--- src/hdl/ppt_pkg.sv ---
// ppt_pkg: shared types and constants of the ping-pong trace buffer
// field widths, operation codes, register indexes and the command and
// status structs between controller and datapath; no dependencies
package ppt_pkg;

  // fixed field widths
  localparam int OP_W   = 2;
  localparam int BYTE_W = 8;
  localparam int LEN_W  = 12;
  localparam int POS_W  = 13;
  localparam int RLEN_W = 7;
  localparam int TOT_W  = 13;
  localparam int CFG_W  = 12;
  localparam int CIDX_W = 1;

  // operation codes; code 3 is unused and only reports status
  typedef enum logic [OP_W-1:0] {
    OP_APPEND = 2'd0,
    OP_READ   = 2'd1,
    OP_CLEAR  = 2'd2
  } ppt_op_t;

  // configuration register indexes
  localparam logic [CIDX_W-1:0] CFG_RING_MODE    = 1'b0;
  localparam logic [CIDX_W-1:0] CFG_SWITCH_LEVEL = 1'b1;

  localparam logic [LEN_W-1:0] SWITCH_LEVEL_RST = 12'd3072;

  // controller to datapath
  typedef struct packed {
    logic accept;   // take the input beat
    logic issue;    // issue one store read of a burst
    logic load_rd;  // move read data into the output register
  } ppt_cmd_t;

  // datapath to controller
  typedef struct packed {
    logic out_free;   // output register can take a result this cycle
    logic burst;      // input beat is a read that returns data
    logic rem_nz;     // burst reads still to issue
    logic dv;         // read data waiting
    logic last_pend;  // waiting read data is the final byte
  } ppt_sts_t;

endpackage

--- src/hdl/ppt_ctrl.sv ---
// ppt_ctrl: controller state machine of the ping-pong trace buffer
// sequences input beats and read bursts; uses ppt_pkg command and status
module ppt_ctrl (
  input  logic              clk,
  input  logic              rst_n,
  input  logic              in_valid,
  output logic              in_stall,
  input  ppt_pkg::ppt_sts_t sts,
  output ppt_pkg::ppt_cmd_t cmd
);
  import ppt_pkg::*;

  typedef enum logic {
    ST_IDLE,
    ST_READ
  } state_t;

  state_t state_r;
  state_t state_nxt;

  // commands; the input side stays stalled while reset is held
  always_comb begin
    cmd.accept  = rst_n && (state_r == ST_IDLE) && in_valid && sts.out_free;
    cmd.issue   = (state_r == ST_READ) && sts.rem_nz && (!sts.dv || sts.out_free);
    cmd.load_rd = (state_r == ST_READ) && sts.dv && sts.out_free;
    in_stall    = !(rst_n && (state_r == ST_IDLE) && sts.out_free);
  end

  // next state
  always_comb begin
    state_nxt = state_r;
    unique case (state_r)
      ST_IDLE: begin
        if (cmd.accept && sts.burst) state_nxt = ST_READ;
      end
      ST_READ: begin
        if (cmd.load_rd && sts.last_pend) state_nxt = ST_IDLE;
      end
      default: state_nxt = ST_IDLE;
    endcase
  end

  // state register
  always_ff @(posedge clk) begin
    if (!rst_n) begin
      state_r <= ST_IDLE;
    end else begin
      state_r <= state_nxt;
    end
  end

endmodule

--- config.mk ---
export PLATFORM = sky130hd
export DESIGN_NAME = ppt_ctrl
export DESIGN_NICKNAME = d
export VERILOG_FILES = /design/src/hdl/ppt_pkg.sv /design/src/hdl/ppt_ctrl.sv
export SDC_FILE = /design/constraint.sdc
export NUM_CORES = 1
export LEC_CHECK = 0
export ABC_AREA = 1
export BUFFER_PORTS_ARGS = -buffer_cell sky130_fd_sc_hd__buf_2
export CAP_MARGIN = 25
export CORE_AREA = 2 2 39 41
export CTS_BUF_LIST = sky130_fd_sc_hd__clkbuf_4
export DETAILED_ROUTE_END_ITERATION = 6
export DIE_AREA = 0 0 41 43
export GPL_TIMING_DRIVEN = 1
export PLACE_DENSITY = 0.36
export SLEW_MARGIN = 25
export SYNTH_ARGS = -nofsm -noshare
export SYNTH_HDL_FRONTEND = slang
export SYNTH_SLANG_ARGS = --single-unit
--- constraint.sdc ---
create_clock -name clk -period 0.9 [get_ports clk]
set_input_delay 0.09 -clock clk [delete_from_list [all_inputs] [get_ports clk]]
set_output_delay 0.09 -clock clk [all_outputs]
set_load 0.01 [all_outputs]
* Word level (Yosys, flattened, before mapping) *
Cells that the tools add are included.
W data, S select, Z words.

word-level totals
  memory bits (read-only) = 0
  bits in writable memories = 0
  memories = 0
  register bits after elaboration = 1
  bits in latches = 0
  logic and storage cells = 18

cells by class
  div/mod/pow operators = 0
  add/sub/neg operators = 0
  order comparisons = 0
  reductions and logical operators = 13
  multiplexer cells = 3
  eq/ne operators = 0
  multiply operators = 0
  shifts and indexed selects = 0
  bitwise operators = 1

operators by type and width
  operator             count
  $logic_and A1 B1 Y1  10
  $logic_not A1 Y1     2
  $mux W1              2
  $pmux W1 S2          1
  $logic_or A1 B1 Y1   1
  $not A1 Y1           1

* Depth between registers and ports, before layout *
Gate-level depths: netlist (run 1).

  word-level depth = 7
  gate-level depth with buffers = 4
  depth with buffers taken out = 4

* Least setup slack after synthesis (run 1) *
OpenSTA, ideal clock, no wires.

  kind = reg-to-output
  start = reg state_r
  end = out cmd[2] (netlist bit)
  cell stages (with the launch flop) = 4
  slack = 106 ps
  required time = 810 ps
  arrival = 704 ps
  cell sequence = dfxtp_1 nor2_2 inv_1 nor2_1

RTL lines
  what                    line            source
  from (decl)             ppt_ctrl.sv:18  state_t state_r;
  from (signal assigned)  ppt_ctrl.sv:48  state_r <= state_nxt;
  to (decl)               ppt_ctrl.sv:9   output ppt_pkg::ppt_cmd_t cmd

==> impl_metrics.json, run 1 <==
{
  "drtAntennaViolNets": 0,
  "cellLeakagePower_nw": 0.0892,
  "synth_cell_types": 9,
  "wl_per_cell_um": 5.88,
  "cp.buffers_inverters": 2,
  "post_cts_buffers": 0,
  "ir_drop_mv": 0.108,
  "final_common_cell": "buf_2",
  "clk_pin_slew_ns": 0,
  "dieWidth_um": 41,
  "antenna_found_initial": 0,
  "io_pins": 12,
  "largest-register": "state_r",
  "nNetsFinal": 37,
  "dp_hpwl_um": 238,
  "reg_top3": "state_r x1",
  "start_util_pct": 6.69,
  "die_area_mm2": 0.00176,
  "diodes": 0,
  "crit_cells": 4,
  "cp.arrival_ns": 0.71,
  "largest_register_ffs": 1,
  "hp-class": "primary input to register",
  "rr_worst_depth": 3,
  "globalRouteOverflowTotal": 0,
  "period_minus_slack_ns": 0.797,
  "tns_ns": 0,
  "synthesis.nets": 24,
  "drive_above_1_share_pct": 51.9,
  "cp_cell_sequence": "nor2_2 > inv_1 > nor2_1 > buf_2",
  "clkLatencyLatePin_ns": 0,
  "drv_cap": 0,
  "mostFrequentLayoutCells": "buf_2, nand2_1, inv_1, nor2_1",
  "critPathMaxFanout": 4,
  "ff2ff_setup_slack_ns": 0.20,
  "drt_iter0_markers": 0,
  "gp_congestion": 0.464,
  "synth_area_leaders": "dfxtp_1, inv_1, nand2_1, nand3_2, a21oi_2",
  "cpMaxStageDelayCell": "dfxtp_1",
  "ys_warn_count": 0,
  "placement_rows": 14,
  "rsz0062_at_grt": "no",
  "powerDensity_mw_per_mm2": 540,
  "cts_resized": 0,
  "synth_area_per_cell_um2": 5.79,
  "fin_crit_sh_pct": 88.5,
  "cp-start-kind": "register",
  "via_per_inst": 2.98,
  "yosysTopAreaCell": "dfxtp_1",
  "fmax_mhz": 1250,
  "crit_family": "flip-flops",
  "yosysTopAreaCellShare_pct": 21.6,
  "port_buffers": 11,
  "drc": 0,
  "netlist_instances": 16,
  "holdPathStages": 3,
  "syn_area_um2": 92.6,
  "grt_pass1_wl_um": 345,
  "drv_slew": 0,
  "skew_ns": 0,
  "slowest_delay_ns": 0.32,
  "cts_hold_buf": 0,
  "hold_viol_final": 0,
  "crit_path_end_kind": "output pin",
  "die_y_um": 43,
  "crit_required_ns": 0.81,
  "grt_usage_pct": 2.60,
  "critPathKind": "register to output pin",
  "area_growth_pct": 81.1,
  "grt_pass1_vias": 105,
  "final_util_pct": 12.1,
  "outcome": "completed",
  "vias": 128,
  "ys_seq_elements": 1,
  "drt_first_pass_iters": 1,
  "relSlewSlack_pct": 90.3,
  "max_slew.worst_pin.slew_ns": 0.145,
  "setup_viol": 0,
  "drt-total-wl_um": 253,
  "core_mm2": 0.00138,
  "ys_seq_area_share_pct": 21.6,
  "grt_max_degree": 5
}
## Yosys cell counts, drive strengths merged
| master | number |
|---|---|
| nor2 | 3 |
| dfxtp | 1 |
| a21oi | 2 |
| nand3 | 2 |
| nand2 | 4 |
| inv | 4 |
## final cells by class
| class | instances | area (µm²) |
|---|---|---|
| fillers | 171 | 1220 |
| inverters | 4 | 15.0 |
| multi-input cells | 11 | 57.6 |
| flip-flops and latches | 1 | 20.0 |
| well taps | 16 | 20.0 |
| repair buffers | 11 | 55.1 |
## kinds of logic (layout without fill, tap and decap cells)
family          Yosys count  in the layout  share of synthesized area [%]
flops                     1              1                           21.6
simple gates              9              9                           47.3
compound gates            2              2                           14.9
buf+inv                   4             15                           16.2
## power by group
part	leakage, nW	internal [mW]	switching, mW
Clock	0	0	0
Combinational	0.0811	0.0207	0.0214
Sequential	0.00812	0.0467	0.00161
## metrics by stage
stage	power [mW]	std cells	cell area (µm²)	setup slack, ns	hold WS [ns]
finish	0.0905	43	168	0.103	0.331
global placement	0.0909	43	168	0.0760	0.333
floorplan	0.0653	16	92.6	0.106	0.212
CTS	0.0912	43	168	0.0595	0.334
global route	0.0968	43	168	0.00308	0.341
detailed placement	0.0910	43	168	0.0655	0.333
## metal layers
metal,track usage [%],vias to the layer above,share of wire [%]
li1,-,70,-
met1,2.55,53,32
met2,5.00,5,49
met3,1.05,0,17
met4,0,0,0
met5,0,-,0
## worst paths after layout
check,from,endpoint
worst max-delay path,state_r,cmd[2]
worst min-delay path,rst_n,state_r
worst max register to register,state_r,state_r
worst min register to register,state_r,state_r
## worst register-to-register path, stage by stage (launching register included)
cell and delay [ns]:
dfxtp_1 0.32, nor2_2 0.12, nand3_2 0.08, a21oi_2 0.11
(Power assumes the default switching activity.)
==> run 2: changes to the inputs <==
--- a/constraint.sdc
+++ b/constraint.sdc
@@ -3,2 +3,2 @@
 set_output_delay 0.09 -clock clk [all_outputs]
-set_load 0.01 [all_outputs]
+set_load 0.02 [all_outputs]
==> impl_metrics.json, run 2 (synthesized netlist as in run 1, its figures left out) <==
{
  "grt_usage_pct": 2.60,
  "final_common_cell": "buf_2",
  "nNetsFinal": 37,
  "p_switching_uw": 28.5,
  "outcome": "completed",
  "relSlewSlack_pct": 90.4,
  "startpoint": "state_r",
  "critPathKind": "register to output pin",
  "cts_resized": 0,
  "powerDensity_mw_per_mm2": 566,
  "vias": 134,
  "fin_hold_ws_ns": 0.334,
  "fin_crit_sh_pct": 91.8,
  "start_util_pct": 6.69,
  "cpMaxStageDelayCell": "dfxtp_1",
  "cellLeakagePower_nw": 0.0891,
  "dpl-instance-area_um2": 170,
  "combinationalPowerShare_pct": 49.8,
  "drive_above_1_share_pct": 55.6,
  "setup_viol": 0,
  "drc": 0,
  "fillers": 176,
  "p_sw_share_pct": 29.6,
  "die_y_um": 43,
  "fin_cells": 43,
  "crit_path_end_kind": "output pin",
  "core_mm2": 0.00138,
  "p_int_uw": 67.9,
  "ir_drop_mv": 0.122,
  "post_cts_buffers": 0,
  "holdPathStages": 3,
  "period_minus_slack_ns": 0.826,
  "rr_worst_depth": 3,
  "holdCritStartpoint": "rst_n",
  "hp-class": "primary input to register",
  "path_common_cell": "nor2_2",
  "cp-start-kind": "register",
  "cp.arrival_ns": 0.74,
  "hold_viol_final": 0,
  "wl_per_cell_um": 5.93,
  "clkLatencyLatePin_ns": 0,
  "dieWidth_um": 41,
  "gp_congestion": 0.468,
  "r2r-start": "state_r",
  "mostFrequentLayoutCells": "buf_2, nand2_1, inv_1, nor2_2",
  "drv_cap": 0,
  "design_area_um2": 170,
  "port_buffers": 11,
  "antenna_found_initial": 0,
  "drt-total-wl_um": 255,
  "drt_iter0_markers": 0,
  "grt_pass1_wl_um": 345,
  "die_area_mm2": 0.00176,
  "placement_rows": 14,
  "crit_family": "flip-flops",
  "max_slew.worst_pin.slew_ns": 0.144,
  "largest_register_ffs": 1,
  "cp_cell_sequence": "nor2_2 > inv_1 > nor2_2 > buf_2",
  "globalRouteOverflowTotal": 0,
  "cts_hold_buf": 0,
  "ff2ff_setup_slack_ns": 0.21,
  "tns_ns": 0,
  "p_clk_share_pct": 0,
  "dp_cells": 43,
  "clk_pin_slew_ns": 0,
  "reg_top3": "state_r x1",
  "io_pins": 12,
  "via_per_inst": 3.12,
  "cp.buffers_inverters": 2,
  "grt_pass1_vias": 94,
  "pwr-share-seq_pct": 50.2,
  "final_util_pct": 12.3,
  "crit_required_ns": 0.81,
  "drt_first_pass_iters": 1,
  "area_growth_pct": 83.8,
  "fmax_mhz": 1210,
  "diodes": 0,
  "drv_slew": 0,
  "crit_cells": 4,
  "critPathMaxFanout": 4,
  "skew_ns": 0,
  "largest-register": "state_r",
  "dp_hpwl_um": 249,
  "drtAntennaViolNets": 0,
  "grt_max_degree": 5,
  "rsz0062_at_grt": "no",
  "slowest_delay_ns": 0.32
}
-- run 2: changes by cell type in the layout (fill, tap and decap cells not counted) --
cell,delta
nor2_2,+1
nor2_1,-1
-- run 2: tightest hold or removal path, cell delays in order --
cell     delay [ns]
buf_2          0.10
inv_1          0.06
a21oi_2        0.03
-- run 2: path summary, 6_finish.rpt --
path | endpoint
min | state_r
min reg2reg | state_r
max | cmd[2]
max reg2reg | state_r
-- run 2: cell type report --
type / count / area [µm²] / area share, %
tap: 16 / 20.0 / 11.8
sequential: 1 / 20.0 / 11.8
timing repair buffer: 11 / 55.1 / 32.4
inverter: 4 / 15.0 / 8.82
multi-input combinational: 11 / 60.1 / 35.3
-- run 2: per-stage QoR --
step	setup WS, ns	power (mW)
CTS	0.0376	0.0972
floorplan	0.0183	0.0707
global route	0.0134	0.102
detailed placement	0.0376	0.0970
global placement	0.0470	0.0963
finish	0.0736	0.0964
-- run 2: layer usage --
| metal | vias to the layer above | part of all wire, % | track usage (%) |
|---|---|---|---|
| li1 | 70 | - | - |
| met4 | 0 | 0 | 0 |
| met1 | 59 | 31 | 2.23 |
| met2 | 5 | 53 | 5.31 |
| met5 | - | 0 | 0 |
| met3 | 0 | 16 | 1.05 |
-- run 2: power by group through the flow --
stage	Combinational (mW)	Clock, mW	Sequential, mW
after floorplan	0.0227	0	0.0480
after global placement	0.0479	0	0.0484
after detailed placement	0.0486	0	0.0484
after CTS	0.0488	0	0.0484
after global routing	0.0534	0	0.0489
final	0.0480	0	0.0483
==> run 3: changes to the inputs <==
- ABC_AREA: 1 -> default
- PLACE_DENSITY: 0.36 -> 0.34
==> impl_metrics.json, run 3 <==
{
  "outcome": "completed",
  "antenna_found_initial": 0,
  "skew_ns": 0,
  "cellLeakagePower_nw": 0.0922,
  "start_util_pct": 5.52,
  "port_buffers": 11,
  "diodes": 0,
  "final_util_pct": 12.3,
  "cts_hold_buf": 0,
  "crit_path_end_kind": "output pin",
  "fmax_mhz": 1150,
  "synth_edf_count": 0,
  "dieWidth_um": 41,
  "area_growth_pct": 123,
  "yosysMostFrequentCell": "inv_1",
  "io_pins": 12,
  "ys_warn_count": 0,
  "largest_register_ffs": 1,
  "die_y_um": 43,
  "drt_iter0_markers": 2,
  "drive_above_1_share_pct": 65.2,
  "drv_slew": 0,
  "globalRouteOverflowTotal": 0,
  "reg_top3": "state_r x1",
  "ys_seq_elements": 1,
  "mostFrequentLayoutCells": "buf_2, inv_1, buf_4",
  "drt-total-wl_um": 294,
  "ys_seq_area_share_pct": 26.2,
  "clk_pin_slew_ns": 0,
  "gp_congestion": 0.586,
  "max_slew.worst_pin.slew_ns": 0.162,
  "synth_area_leaders": "dfxtp_1, a31o_1, and3_2, inv_1, nand3b_1",
  "period_minus_slack_ns": 0.868,
  "synth_area_per_cell_um2": 6.94,
  "cp-start-kind": "register",
  "via_per_inst": 2.97,
  "setup_viol": 0,
  "drt_first_pass_iters": 2,
  "yosysTopAreaCellShare_pct": 26.2,
  "relSlewSlack_pct": 89.2,
  "drtAntennaViolNets": 0,
  "ir_drop_mv": 0.204,
  "fillers": 156,
  "yosysTopAreaCell": "dfxtp_1",
  "nNetsFinal": 33,
  "netlist_instances": 11,
  "rsz0062_at_grt": "no",
  "grt_pass1_vias": 90,
  "synthesis.nets": 19,
  "critPathKind": "register to output pin",
  "vias": 116,
  "ys.flop_type": "dfxtp_1",
  "critPathMaxFanout": 4,
  "hold_viol_final": 0,
  "wl_per_cell_um": 7.54,
  "clkLatencyLatePin_ns": 0,
  "drc": 0,
  "placement_rows": 14,
  "final_common_cell": "buf_2",
  "grt_pass1_wl_um": 414,
  "fin_crit_sh_pct": 96.4,
  "p_total_uw": 104,
  "crit_required_ns": 0.81,
  "cp.arrival_ns": 0.78,
  "drv_cap": 0,
  "grt_usage_pct": 3.20,
  "syn_area_um2": 76.3,
  "largest-register": "state_r",
  "synthArstFlopShare_pct": 0,
  "grt_max_degree": 6,
  "core_mm2": 0.00138,
  "tns_ns": 0,
  "synth_cell_types": 10,
  "hp-class": "primary input to register",
  "powerDensity_mw_per_mm2": 611,
  "die_area_mm2": 0.00176
}
==> run 3: stage by stage <==
step	std cells	hold slack [ns]	area, µm²	worst slack (ns)
2_1_floorplan	11	0.236	83.8	-0.0563
3_3_place_gp	39	0.344	166	0.0274
3_5_place_dp	39	0.346	166	0.0138
4_1_cts	39	0.346	166	0.0126
5_1_grt	39	0.371	170	0.000776
6_report	39	0.343	170	0.0323
==> run 3: metal layers <==
layer / track usage, % / vias to the layer above / share of wire [%]
met5: 0 / - / 0
met4: 0 / 0 / 0
met3: 0.524 / 0 / 17
met2: 3.13 / 12 / 20
met1: 6.69 / 41 / 63
li1: - / 63 / -
==> run 3: worst max-delay path: stages (launching register included) <==
cell,delay (ns)
dfxtp_2,0.31
nand3b_1,0.21
nor2_4,0.09
buf_2,0.16
==> run 3: where the power goes <==
group          switching (mW)  internal, mW  total [mW]
Combinational          0.0273        0.0264      0.0537
Clock                       0             0           0
Sequential            0.00211        0.0482      0.0503
==> run 3: cell families (layout without fill, tap and decap cells) <==
family                 count (synthesis)  after routing  synth area share [%]
AOI/OAI and AO/OA                      2              2                  18.0
DFF                                    1              1                  26.2
and+or+nand+nor                        6              6                  45.9
buffers and inverters                  2             14                  9.84
==> run 3: path summary, 6_finish.rpt <==
path,start,cells past startpoint,slack (ns),to
worst max-delay path,state_r,3,0.03,cmd[2]
worst min-delay path,rst_n,2,0.34,state_r
worst max register to register,state_r,3,0.11,state_r
worst min register to register,state_r,2,0.58,state_r
==> run 3: area by class of cell <==
type | count | area, µm² | area share [%]
inverters | 2 | 7.51 | 4.41
multi-input cells | 8 | 56.3 | 33.1
flip-flops and latches | 1 | 21.3 | 12.5
well taps | 16 | 20.0 | 11.8
repair buffers | 12 | 65.1 | 38.2
==> run 3: timing repair <==
| item | CTS | global route |
|---|---|---|
| gates resized for setup | 0 | 2 |
| buffers inserted | 0 | 0 |
| endpoints found under the hold margin | 0 | 0 |
| setup endpoints to repair | 0 | 2 |
